$ cat config.mk
export PLATFORM = sky130hd
export DESIGN_NAME = perfect_number_filter_flat
export DESIGN_NICKNAME = d
export VERILOG_FILES = /design/src/sv/pnf_pkg.sv /design/src/sv/pnf_item_if.sv /design/src/sv/pnf_result_if.sv /design/src/sv/perfect_number_filter.sv /design/src/sv/pnf_seq.sv /design/src/sv/pnf_dp.sv /design/src/flat_wrapper.sv
export VERILOG_INCLUDE_DIRS = /design/src /design/src/sv
export SDC_FILE = /design/constraint.sdc
export NUM_CORES = 1
export LEC_CHECK = 0
export BUFFER_PORTS_ARGS = -buffer_cell sky130_fd_sc_hd__buf_4
export CELL_PAD_IN_SITES_DETAIL_PLACEMENT = 0
export CELL_PAD_IN_SITES_GLOBAL_PLACEMENT = 1
export CORE_UTILIZATION = 25
export DETAILED_ROUTE_END_ITERATION = 16
export HOLD_SLACK_MARGIN = 0.08
export PLACE_DENSITY_LB_ADDON = 0.1
export SLEW_MARGIN = 10
export SYNTH_ARGS = -nofsm -noshare
export SYNTH_HDL_FRONTEND = slang
export SYNTH_SLANG_ARGS = --single-unit
$ cat constraint.sdc
create_clock -name clk -period 3 [get_ports clk]
set_clock_uncertainty 0.15 [all_clocks]
set_input_delay 0.75 -clock clk [delete_from_list [all_inputs] [get_ports clk]]
set_output_delay 0.75 -clock clk [all_outputs]
set_load 0.1 [all_outputs]
$ cat src/sv/assert_macros.svh
// Assertion macros shared by the RTL. They vanish when SYNTHESIS is defined.
`ifndef ASSERT_MACROS_SVH
`define ASSERT_MACROS_SVH

`ifndef SYNTHESIS

`define ASSERT_IMP(label, clk, rst_n, ante, cons) \
    label: assert property (@(posedge clk) disable iff (!rst_n) (ante) |-> (cons)) \
        else $error("assertion failed");

`define ASSERT_NEXT(label, clk, rst_n, ante, cons) \
    label: assert property (@(posedge clk) disable iff (!rst_n) (ante) |=> (cons)) \
        else $error("assertion failed");

`else

`define ASSERT_IMP(label, clk, rst_n, ante, cons)

`define ASSERT_NEXT(label, clk, rst_n, ante, cons)

`endif

`endif

$ cat src/sv/pnf_pkg.sv
`default_nettype none

package pnf_pkg;

    localparam int STEP_BITS = 3;

    // Extra sum bits above the doubled value; the divisor sum stays below eight times the value.
    localparam int SUM_GUARD = 3;

    typedef logic [STEP_BITS-1:0] step_t;

    localparam step_t S_WAIT     = 3'd0;
    localparam step_t S_SCREEN   = 3'd1;
    localparam step_t S_DIV_INIT = 3'd2;
    localparam step_t S_DIV_STEP = 3'd3;
    localparam step_t S_TEST     = 3'd4;
    localparam step_t S_ADD_D    = 3'd5;
    localparam step_t S_ADD_Q    = 3'd6;
    localparam step_t S_RESULT   = 3'd7;

    typedef enum logic [2:0] {
        C_NEXT,
        C_ALWAYS,
        C_NO_ITEM,
        C_TRIVIAL,
        C_DIV_MORE,
        C_Q_LT_D,
        C_OUT_BUSY
    } cond_t;

    typedef struct packed {
        logic  item_rdy;
        logic  div_init;
        logic  div_step;
        logic  add_d;
        logic  add_q;
        logic  emit;
        cond_t cond;
        step_t target;
    } ucw_t;

    typedef struct packed {
        logic item_valid;
        logic trivial;
        logic div_more;
        logic q_lt_d;
        logic out_busy;
    } dp_status_t;

    function automatic ucw_t ucode(input step_t pc);
        ucw_t w;
        w = '0;
        w.cond = C_NEXT;
        w.target = S_WAIT;
        case (pc)
            S_WAIT:
            begin
                w.item_rdy = 1'b1;
                w.cond = C_NO_ITEM;
                w.target = S_WAIT;
            end
            S_SCREEN:
            begin
                w.cond = C_TRIVIAL;
                w.target = S_RESULT;
            end
            S_DIV_INIT:
            begin
                w.div_init = 1'b1;
            end
            S_DIV_STEP:
            begin
                w.div_step = 1'b1;
                w.cond = C_DIV_MORE;
                w.target = S_DIV_STEP;
            end
            S_TEST:
            begin
                w.cond = C_Q_LT_D;
                w.target = S_RESULT;
            end
            S_ADD_D:
            begin
                w.add_d = 1'b1;
            end
            S_ADD_Q:
            begin
                w.add_q = 1'b1;
                w.cond = C_ALWAYS;
                w.target = S_DIV_INIT;
            end
            S_RESULT:
            begin
                // Falls through to step zero once the word has been written out.
                w.emit = 1'b1;
                w.cond = C_OUT_BUSY;
                w.target = S_RESULT;
            end
            default:
            begin
                w.cond = C_ALWAYS;
                w.target = S_WAIT;
            end
        endcase
        return w;
    endfunction

endpackage

`default_nettype wire

$ cat src/sv/pnf_item_if.sv
`default_nettype none

interface pnf_item_if #(parameter int VALUE_BITS = 16) ();
    logic                         valid;
    logic                         ready;
    logic signed [VALUE_BITS-1:0] value;
    logic                         end_of_list;

    modport source (output valid, output value, output end_of_list, input ready);
    modport sink (input valid, input value, input end_of_list, output ready);
endinterface

`default_nettype wire

$ cat src/sv/pnf_result_if.sv
`default_nettype none

interface pnf_result_if #(parameter int VALUE_BITS = 16) ();
    logic                         valid;
    logic                         ready;
    logic signed [VALUE_BITS-1:0] echo_value;
    logic                         is_perfect;
    logic                         any_found;
    logic                         list_done;

    modport source (output valid, output echo_value, output is_perfect, output any_found,
                    output list_done, input ready);
    modport sink (input valid, input echo_value, input is_perfect, input any_found,
                  input list_done, output ready);
endinterface

`default_nettype wire

$ cat src/sv/perfect_number_filter.sv
`default_nettype none

// Perfect number filter: each word in carries a signed value and an end-of-list mark, and each
// word out gives the value back with a perfect flag, a flag that any value of the list so far
// was perfect, and the end-of-list mark; the list flag clears after the last word of a list.
// Values of one or less are never perfect. One item is worked at a time by an eight-step
// microcoded sequencer driving a shared restoring divider that produces one quotient bit a
// cycle. A value n is divided by each trial divisor from 1 to floor(sqrt(n)) + 1 in turn;
// zero, one and negative values skip the divider. The result sits in an output register, so
// the next word is taken while it waits.
module perfect_number_filter #(
    parameter int VALUE_BITS = 16
) (
    input  logic          clk,
    input  logic          rst_n,
    pnf_item_if.sink      item,
    pnf_result_if.source  result
);
    import pnf_pkg::*;

    ucw_t       cw;
    dp_status_t status;

    pnf_seq u_seq (
        .clk    (clk),
        .rst_n  (rst_n),
        .status (status),
        .cw     (cw)
    );

    pnf_dp #(
        .VALUE_BITS (VALUE_BITS)
    ) u_dp (
        .clk    (clk),
        .rst_n  (rst_n),
        .cw     (cw),
        .status (status),
        .item   (item),
        .result (result)
    );

endmodule

`default_nettype wire

$ cat src/sv/pnf_seq.sv
`default_nettype none

module pnf_seq (
    input  logic                  clk,
    input  logic                  rst_n,
    input  pnf_pkg::dp_status_t   status,
    output pnf_pkg::ucw_t         cw
);
    import pnf_pkg::*;

    step_t pc_reg;
    step_t pc_next;
    logic  taken;

    assign cw = ucode(pc_reg);

    always_comb
    begin
        case (cw.cond)
            C_NEXT:     taken = 1'b0;
            C_ALWAYS:   taken = 1'b1;
            C_NO_ITEM:  taken = !status.item_valid;
            C_TRIVIAL:  taken = status.trivial;
            C_DIV_MORE: taken = status.div_more;
            C_Q_LT_D:   taken = status.q_lt_d;
            C_OUT_BUSY: taken = status.out_busy;
            default:    taken = 1'b0;
        endcase
        pc_next = taken ? cw.target : pc_reg + 1'b1;
    end

    always_ff @(posedge clk or negedge rst_n)
    begin
        if (!rst_n)
        begin
            pc_reg <= S_WAIT;
        end
        else
        begin
            pc_reg <= pc_next;
        end
    end

endmodule

`default_nettype wire

$ cat src/sv/pnf_dp.sv
`default_nettype none
`include "assert_macros.svh"

module pnf_dp #(
    parameter int VALUE_BITS = 16
) (
    input  logic                clk,
    input  logic                rst_n,
    input  pnf_pkg::ucw_t       cw,
    output pnf_pkg::dp_status_t status,
    pnf_item_if.sink            item,
    pnf_result_if.source        result
);
    import pnf_pkg::*;

    localparam int NB = VALUE_BITS - 1;
    localparam int SB = VALUE_BITS + SUM_GUARD;
    localparam int CB = (NB > 1) ? $clog2(NB) : 1;
    localparam logic [CB-1:0] CNT_LAST = CB'(NB - 1);

    logic signed [VALUE_BITS-1:0] echo_reg;
    logic                         last_reg;
    logic                         trivial_reg;
    logic [NB-1:0]                n_reg;
    logic [NB-1:0]                d_reg;
    logic [NB-1:0]                q_reg;
    logic [NB-1:0]                rem_reg;
    logic [CB-1:0]                cnt_reg;
    logic [SB-1:0]                sum_reg;

    logic signed [VALUE_BITS-1:0] out_echo_reg;
    logic                         out_perf_reg;
    logic                         out_any_reg;
    logic                         out_last_reg;
    logic                         out_valid_reg;
    logic                         seen_reg;

    logic          take;
    logic          out_free;
    logic          emit_now;
    logic [NB:0]   shifted;
    logic [NB:0]   diff;
    logic          ge;
    logic          rem_zero;
    logic          perf;
    logic          any;

    assign take     = item.valid && cw.item_rdy;
    assign out_free = !out_valid_reg || result.ready;
    assign emit_now = cw.emit && out_free;

    // One restoring division bit per cycle: quotient bits shift into q_reg.
    assign shifted  = {rem_reg, q_reg[NB-1]};
    assign ge       = shifted >= {1'b0, d_reg};
    assign diff     = shifted - {1'b0, d_reg};
    assign rem_zero = rem_reg == '0;

    // The sum holds every divisor including the value itself, so a perfect value gives twice it.
    assign perf = !trivial_reg && (sum_reg == {{SUM_GUARD{1'b0}}, n_reg, 1'b0});
    assign any  = seen_reg || perf;

    assign item.ready = cw.item_rdy;

    assign result.valid      = out_valid_reg;
    assign result.echo_value = out_echo_reg;
    assign result.is_perfect = out_perf_reg;
    assign result.any_found  = out_any_reg;
    assign result.list_done  = out_last_reg;

    assign status.item_valid = item.valid;
    assign status.trivial    = trivial_reg;
    assign status.div_more   = cnt_reg != CNT_LAST;
    assign status.q_lt_d     = q_reg < d_reg;
    assign status.out_busy   = !out_free;

    always_ff @(posedge clk)
    begin
        if (take)
        begin
            echo_reg    <= item.value;
            last_reg    <= item.end_of_list;
            n_reg       <= item.value[NB-1:0];
            trivial_reg <= item.value[VALUE_BITS-1] || (item.value[NB-1:0] <= NB'(1));
            d_reg       <= NB'(1);
            sum_reg     <= '0;
        end
        if (cw.div_init)
        begin
            q_reg   <= n_reg;
            rem_reg <= '0;
            cnt_reg <= '0;
        end
        if (cw.div_step)
        begin
            q_reg   <= {q_reg[NB-2:0], ge};
            rem_reg <= ge ? diff[NB-1:0] : shifted[NB-1:0];
            cnt_reg <= cnt_reg + 1'b1;
        end
        if (cw.add_d && rem_zero)
        begin
            sum_reg <= sum_reg + SB'(d_reg);
        end
        if (cw.add_q)
        begin
            if (rem_zero && (q_reg != d_reg))
            begin
                sum_reg <= sum_reg + SB'(q_reg);
            end
            d_reg <= d_reg + 1'b1;
        end
        if (emit_now)
        begin
            out_echo_reg <= echo_reg;
            out_perf_reg <= perf;
            out_any_reg  <= any;
            out_last_reg <= last_reg;
        end
    end

    always_ff @(posedge clk or negedge rst_n)
    begin
        if (!rst_n)
        begin
            out_valid_reg <= 1'b0;
            seen_reg      <= 1'b0;
        end
        else
        begin
            if (emit_now)
            begin
                out_valid_reg <= 1'b1;
                seen_reg      <= last_reg ? 1'b0 : any;
            end
            else if (result.ready)
            begin
                out_valid_reg <= 1'b0;
            end
        end
    end

    `ASSERT_IMP(a_rem_below_div, clk, rst_n, cw.div_step, (d_reg != '0) && (rem_reg < d_reg))
    `ASSERT_IMP(a_add_after_test, clk, rst_n, cw.add_d, !(q_reg < d_reg))
    `ASSERT_NEXT(a_emit_shows, clk, rst_n, emit_now, result.valid && (result.is_perfect == $past(perf)))
    `ASSERT_NEXT(a_list_clears, clk, rst_n, emit_now && last_reg, !seen_reg)

endmodule

`default_nettype wire
$ cat src/flat_wrapper.sv
// flat-port wrapper written by rule: the top's interface ports become plain ports
module perfect_number_filter_flat import pnf_pkg::*;
#(
    parameter int VALUE_BITS = 16
)
  (clk, rst_n, item_valid, item_value, item_end_of_list, item_ready, result_valid, result_echo_value, result_is_perfect, result_any_found, result_list_done, result_ready);
  pnf_item_if #(.VALUE_BITS(VALUE_BITS)) item_i ();
  pnf_result_if #(.VALUE_BITS(VALUE_BITS)) result_i ();
  input  logic clk;
  input  logic rst_n;
  input wire logic [$bits(item_i.valid)-1:0] item_valid;
  input wire logic [$bits(item_i.value)-1:0] item_value;
  input wire logic [$bits(item_i.end_of_list)-1:0] item_end_of_list;
  output wire logic [$bits(item_i.ready)-1:0] item_ready;
  output wire logic [$bits(result_i.valid)-1:0] result_valid;
  output wire logic [$bits(result_i.echo_value)-1:0] result_echo_value;
  output wire logic [$bits(result_i.is_perfect)-1:0] result_is_perfect;
  output wire logic [$bits(result_i.any_found)-1:0] result_any_found;
  output wire logic [$bits(result_i.list_done)-1:0] result_list_done;
  input wire logic [$bits(result_i.ready)-1:0] result_ready;
  assign item_i.valid = item_valid;
  assign item_i.value = item_value;
  assign item_i.end_of_list = item_end_of_list;
  assign item_ready = item_i.ready;
  assign result_valid = result_i.valid;
  assign result_echo_value = result_i.echo_value;
  assign result_is_perfect = result_i.is_perfect;
  assign result_any_found = result_i.any_found;
  assign result_list_done = result_i.list_done;
  assign result_i.ready = result_ready;
  perfect_number_filter #(.VALUE_BITS(VALUE_BITS)) u_core (.clk(clk), .rst_n(rst_n), .item(item_i), .result(result_i));
endmodule
# Yosys cells after proc, flatten, opt, wreduce, memory -nomap -nowiden
# Cells that the tools add are included.
# op_classes
addsub	6
magnitude_cmp	3
n_eq_ne	16
n_mux	25
n_reduce_logical	17
# ops
operator	count
15-bit 2-to-1 mux	7
19-bit 2-to-1 mux	4
19-bit by 15-bit adder with 19-bit output	2
6-bit one-hot mux with 6 select lines	1
3-bit equality test, second input constant	7
19-bit by 16-bit equality test with 1-bit output	1
16-bit by 15-bit >= comparator with 1-bit output	1
15-bit by 1-bit adder with 15-bit output, second input constant	1
15-bit by 1-bit less-or-equal comparator with 1-bit output, second input constant	1
15-bit zero test	1
15-bit less-than comparator	1
15-bit inequality test	1
15-bit subtractor	1
3-bit by 2-bit equality test with 1-bit output, second input constant	4
1-bit 2-to-1 mux	9
4-bit 2-to-1 mux	2
3-bit by 1-bit equality test with 1-bit output, second input constant	2
1-bit one-hot mux with 6 select lines	1
2-bit nonzero test	3
1-bit logical AND	5
4-bit by 1-bit adder with 4-bit output, second input constant	1
1-bit zero test	4
4-bit inequality test, second input constant	1
3-bit by 1-bit adder with 3-bit output, second input constant	1
other kinds (3)	5
# word_totals
regBits	125
input_bits	21
out_inout_bits	21
elab_cells	83

# Depth between registers and ports, before layout
# logic_depth
depth_word	7
ltp_mapped	11
mapped_depth_nobuf	10

# Hierarchy
# A second synthesis with hierarchy kept.
# unflattened
hier_cells	748
hier_area_um2	7616.1
# modules_own_cells
mod	n_inst	cells_per_inst	area_per_inst_um2	seq_area_each_um2
pnf_dp	1	699	7163.1	3012.9
pnf_seq	1	49	452.9	75.1

# Worst setup path before layout
# Ideal clock, no wire load.
# synth_path
path_type	flip-flop to flip-flop
from	register u_core.u_seq.pc_reg[0]
to	register u_core.u_dp.sum_reg[16]
setup_ns	0.116
t_arrival_ns	3.494
t_required_ns	2.734
slack_ns	-0.760
stages_incl_launch_ff	10
path_buffers	2
synth_period_minus_slack_ns	3.760
cell_sequence	dfrtp_1 -> buf_2 -> inv_1 -> ha_1 -> nor2b_1 -> nand2_1 -> clkbuf_1 -> inv_1 -> o21ai_0 -> a31o_2
# synth_via
elab_chain_len	7
word_cells_on_any_way	12
cone_classes	eq/ne (2); mux (7); reduce/logical (3)
# synth_rtl
item	line	rtl
start, declared	pnf_seq.sv:11	step_t pc_reg;
start signal, assigned	pnf_seq.sv:40	pc_reg <= pc_next;
3-bit zero test (*)	pnf_pkg.sv:55	case (pc)
1-bit 2-to-1 mux (*)	pnf_pkg.sv:55	
net item_ready	flat_wrapper.sv:14	output wire logic [$bits(item_i.ready)-1:0] item_ready;
1-bit logical AND (*)	pnf_dp.sv:48	assign take = item.valid && cw.item_rdy;
net u_core.u_dp.take	pnf_dp.sv:38	logic take;
19-bit 2-to-1 mux (*)	pnf_dp.sv:78	if (take)
19-bit 2-to-1 mux (*)	pnf_dp.sv:99	if (cw.add_d && rem_zero)
19-bit 2-to-1 mux	pnf_dp.sv:105	if (rem_zero && (q_reg != d_reg))
19-bit 2-to-1 mux (*)	pnf_dp.sv:103	if (cw.add_q)
end signal, assigned	pnf_dp.sv:101	sum_reg <= sum_reg + SB'(d_reg);
end signal, assigned	pnf_dp.sv:107	sum_reg <= sum_reg + SB'(q_reg);
end, declared	pnf_dp.sv:29	logic [SB-1:0] sum_reg;
# Mark *: on every way through the listed nets, which the timed path passes. The rest lies on a longest branch.
# A chain may end at the register's enable or synchronous reset.

# Worst setup path after layout
# layout_path
from	register u_core.u_dp.q_reg[6]
to	register u_core.u_dp.sum_reg[15]
# layout_via
elab_chain_len	4
word_cells_on_any_way	5
cone_classes	add/sub (1); eq/ne (1); mux (2); reduce/logical (1)
# layout_rtl
item	line	rtl
start, declared	pnf_dp.sv:26	logic [NB-1:0] q_reg;
start signal, assigned	pnf_dp.sv:89	q_reg <= n_reg;
start signal, assigned	pnf_dp.sv:95	q_reg <= {q_reg[NB-2:0], ge};
branches (longest 2 deep; another with 19-bit by 15-bit adder with 19-bit output)	n/a	
19-bit 2-to-1 mux (*)	pnf_dp.sv:105	
19-bit 2-to-1 mux (*)	pnf_dp.sv:103	
# Mark *: on every way between the ends.

==> metrics.yaml <==
synthesis:
  synth_top_flop_cell: "sky130_fd_sc_hd__edfxtp_1"
  synth-edff-count: 86
  synth.avg_cell_area_um2: 9.91
  yosys_register_bits: 110
  mappedNetlistNets: 844
  synth.yosys.seq_area_share_pct: 41.5
  async_reset_ff_share_pct: 4.55
  synth.cell_area_um2: 7440
  count_of_different_cell_masters_after_synthesis: 68
  number_of_warnings_reported_in_the_yosys_synthesis_log: 0
  synthesis.instances: 751
detailed_routing:
  wire_per_inst_um: 19.1
  drc_errors: 0
  finalWirelength_mm: 24.1
  drt-initial-drc-count: 338
  num_vias: 6211
  route.detailed.vias_per_inst: 4.93
  detail-route-antenna-nets: 0
  drt-pass1-iter-count: 4
min_path:
  hp-start: "u_core.u_dp.echo_reg[15]$_DFFE_PP_"
  hold_class: "reg -> reg"
cells_and_area:
  drive_gt1_share_pct: 21.3
  non_filler_cells_final: 1259
  syn_to_final_growth_pct: 23.9
  area.sequential_um2: 3090
  antenna-diode-count: 0
  final.fill_count: 3063
  max_reg_flops: 19
  multiInputGateArea_um2: 4200
  num-nets-final: 963
critical_path:
  critPathLaunchType: "register"
  path_max_fanout: 6
  crit_path_start: "u_core.u_dp.q_reg[6]$_DFFE_PP_"
  startpoint_of_the_worst_slack_reg_to_reg_timing_path: "u_core.u_dp.q_reg[6]$_DFFE_PP_"
  worstSetupPathType: "reg -> reg"
  worst_endpoint_required_time_ns: 3.11
  critical_path_arrival_ns: 2.98
  critPathCaptureType: "register"
clock_network:
  insertion_delay_ns: 0.37
  cts_max_path_buffers: 2
  cts_num_sinks: 110
  cts_made_buffers: 9
  clock_root_cell: "sky130_fd_sc_hd__clkbuf_16"
  cts_htree_levels: 3
  clkTransAtPathRegs_ns: 0.09
  cts_tree: "yes"
sta:
  hold_violations: 0
  final_max_slew_viol_count: 0
  fmax_mhz: 348
  rsz0062_at_grt: "no"
  setup_viol: 0
  post_route_minimum_period_ns: 2.88
  tightestPinTransition_ns: 0.663
  worst_slew_margin_rel_pct: 55.8
  setup_ws_final_ns: 0.125
  hold_slack_ns: 0.294
  finalCritPeriodShare_pct: 95.8
placed_design:
  post-place-cells: 1239
  io_buffer_count: 41
  gp_congestion: 0.836
  hpwlAfterDp_mm: 19.3
  worst_slack_at_placement_ns: -0.0154
power:
  peakVddDrop_mv: 0.494
  powerDensity_nw_per_um2: 1090
  overall_power_after_layout_mw: 10.1
  power.static_leakage_nw: 3.68
die:
  die_height_um: 175
  num_rows: 62
  boundaryPins: 42
  floorplan.core_area_um2: 29000
  initial_core_util_pct: 25.7
  die_x_um: 175
  fp.dieArea_um2: 30500
grt:
  first_pass_grt_wire_length_mm: 37.5
  initial_antenna_violation_count: 0
  overflow: 0
  grt_start_max_net_pins: 35
  groute.usage.overall_pct: 16.3
  grt_pass1_vias: 6367
job:
  cap_violations: 0
outcome:
  run_status: "completed"
-- cells in the final DEF (no fill, tap or decap), types with 5 or more instances in the layout --
| cell | synthesis | final |
|---|---|---|
| sky130_fd_sc_hd__a311oi_1 | 7 | 7 |
| sky130_fd_sc_hd__a31oi_1 | 13 | 13 |
| sky130_fd_sc_hd__nand2_1 | 56 | 56 |
| sky130_fd_sc_hd__o21a_1 | 6 | 6 |
| sky130_fd_sc_hd__nor4_1 | 13 | 12 |
| sky130_fd_sc_hd__ha_1 | 69 | 66 |
| sky130_fd_sc_hd__mux2_2 | 15 | 15 |
| sky130_fd_sc_hd__and3_1 | 8 | 8 |
| sky130_fd_sc_hd__a21o_1 | 10 | 10 |
| sky130_fd_sc_hd__o21bai_1 | 6 | 6 |
| sky130_fd_sc_hd__nor3_1 | 11 | 11 |
| sky130_fd_sc_hd__a211oi_1 | 10 | 9 |
| sky130_fd_sc_hd__or2_2 | 5 | 5 |
| sky130_fd_sc_hd__xnor2_1 | 29 | 29 |
| sky130_fd_sc_hd__nor2b_1 | 13 | 11 |
| sky130_fd_sc_hd__nand3_1 | 33 | 33 |
| sky130_fd_sc_hd__inv_1 | 43 | 39 |
| sky130_fd_sc_hd__a21oi_1 | 56 | 56 |
| sky130_fd_sc_hd__buf_4 | 0 | 125 |
| sky130_fd_sc_hd__dfrtp_1 | 5 | 5 |
| sky130_fd_sc_hd__o21ai_0 | 34 | 32 |
| sky130_fd_sc_hd__nand4_1 | 10 | 10 |
| sky130_fd_sc_hd__clkbuf_16 | 0 | 9 |
| sky130_fd_sc_hd__or3_1 | 5 | 5 |
| sky130_fd_sc_hd__xor2_1 | 26 | 26 |
| sky130_fd_sc_hd__edfxtp_1 | 86 | 86 |
| sky130_fd_sc_hd__dfxtp_1 | 19 | 19 |
| sky130_fd_sc_hd__o211ai_1 | 6 | 6 |
| sky130_fd_sc_hd__mux2i_1 | 7 | 7 |
| sky130_fd_sc_hd__nor2_1 | 51 | 51 |
| sky130_fd_sc_hd__nand2b_1 | 7 | 7 |
-- worst max-delay path, cell delays in order, from the launching register on --
cell,delay (ns)
sky130_fd_sc_hd__edfxtp_1,0.49
sky130_fd_sc_hd__ha_1,0.41
sky130_fd_sc_hd__and4_1,0.24
sky130_fd_sc_hd__nor3b_2,0.18
sky130_fd_sc_hd__o41ai_4,0.42
sky130_fd_sc_hd__a2111oi_2,0.14
sky130_fd_sc_hd__o41a_1,0.44
sky130_fd_sc_hd__a21oi_1,0.20
sky130_fd_sc_hd__a22oi_1,0.11
-- cell families (layout without fill, tap and decap cells) --
family	Yosys count	count (layout)	synth area share [%]
simple gates	232	232	15.6
compound gates	197	197	17.7
flops	110	110	41.5
fa+ha+maj	72	72	12.4
buf+inv	63	187	3.21
xor+xnor	55	55	6.47
mux	22	22	3.21
-- where the power goes --
group / total (mW) / switching (mW) / internal (mW)
Clock: 1.25 / 0.659 / 0.594
Sequential: 2.87 / 0.528 / 2.34
Combinational: 5.96 / 3.50 / 2.46
-- timing repair --
action | 4_1_cts | 5_1_grt
setup endpoints to repair | 1 | 16
setup buffers | 1 | 2
hold buffers | 1 | 0
pin swaps | 0 | 1
resized for setup | 0 | 20
endpoints found under the hold margin | 5 | 0
-- metal layers --
layer	wire length, µm	up-vias	part of all wire, %	track usage [%]
met5	0	-	0	0
met4	412	0	1.7	4.06
met3	1210	14	5.0	3.11
met2	11100	124	46	26.4
met1	11300	3001	47	22.2
li1	-	3072	-	-
-- path summary, 6_finish.rpt --
path | end | slack [ns] | cells after the start
min in group asynchronous | u_core.u_dp.result.valid$_DFFE_PN0P_ | 0.58 | 2
setup reg to reg | u_core.u_dp.sum_reg[15]$_DFF_P_ | 0.12 | 8
max in group asynchronous | u_core.u_dp.seen_reg$_DFFE_PN0P_ | 2.01 | 2
hold reg to reg | u_core.u_dp.result.echo_value[15]$_DFFE_PP_ | 0.29 | 0
hold / removal | u_core.u_dp.result.echo_value[15]$_DFFE_PP_ | 0.29 | 0
setup / recovery | u_core.u_dp.sum_reg[15]$_DFF_P_ | 0.12 | 8
-- cell type report --
cell class	count	area share, %
Clock buffer	9	2.44
Clock inverter	7	0.841
Inverter	43	1.75
Multi-Input combinational cell	578	45.5
Sequential cell	110	33.5
Tap cell	384	5.21
Timing Repair Buffer	128	10.7
-- through the flow --
step                      TNS, ns  area (µm²)  util (%)
final                           0        9220      31.8
after floorplan                 0        7450         -
after global routing            0        9220      31.8
after detailed placement  -0.0154        8810      30.4
after global placement          0        8810      30.4
after CTS                       0        9130      31.5
-- synth_stat cells, types with 6 or more instances --
| cell type | number | area (µm²) |
|---|---|---|
| sky130_fd_sc_hd__a311oi_1 | 7 | 61.3 |
| sky130_fd_sc_hd__xnor2_1 | 29 | 254 |
| sky130_fd_sc_hd__a21oi_1 | 56 | 280 |
| sky130_fd_sc_hd__o21ai_0 | 34 | 170 |
| sky130_fd_sc_hd__inv_1 | 43 | 161 |
| sky130_fd_sc_hd__mux2_2 | 15 | 169 |
| sky130_fd_sc_hd__ha_1 | 69 | 863 |
| sky130_fd_sc_hd__nor2_1 | 51 | 191 |
| sky130_fd_sc_hd__o21a_1 | 6 | 45.0 |
| sky130_fd_sc_hd__nand2b_1 | 7 | 43.8 |
| sky130_fd_sc_hd__dfxtp_1 | 19 | 380 |
| sky130_fd_sc_hd__a21o_1 | 10 | 75.1 |
| sky130_fd_sc_hd__o211ai_1 | 6 | 45.0 |
| sky130_fd_sc_hd__edfxtp_1 | 86 | 2580 |
| sky130_fd_sc_hd__nor4_1 | 13 | 81.3 |
| sky130_fd_sc_hd__clkbuf_1 | 16 | 60.1 |
| sky130_fd_sc_hd__xor2_1 | 26 | 228 |
| sky130_fd_sc_hd__and3_1 | 8 | 50.1 |
| sky130_fd_sc_hd__mux2i_1 | 7 | 70.1 |
| sky130_fd_sc_hd__o21bai_1 | 6 | 45.0 |
| sky130_fd_sc_hd__nand2_1 | 56 | 210 |
| sky130_fd_sc_hd__a31oi_1 | 13 | 81.3 |
| sky130_fd_sc_hd__nor3_1 | 11 | 55.1 |
| sky130_fd_sc_hd__nand4_1 | 10 | 62.6 |
| sky130_fd_sc_hd__nand3_1 | 33 | 165 |
| sky130_fd_sc_hd__a211oi_1 | 10 | 75.1 |
| sky130_fd_sc_hd__nor2b_1 | 13 | 81.3 |
(Power assumes the default switching activity.)
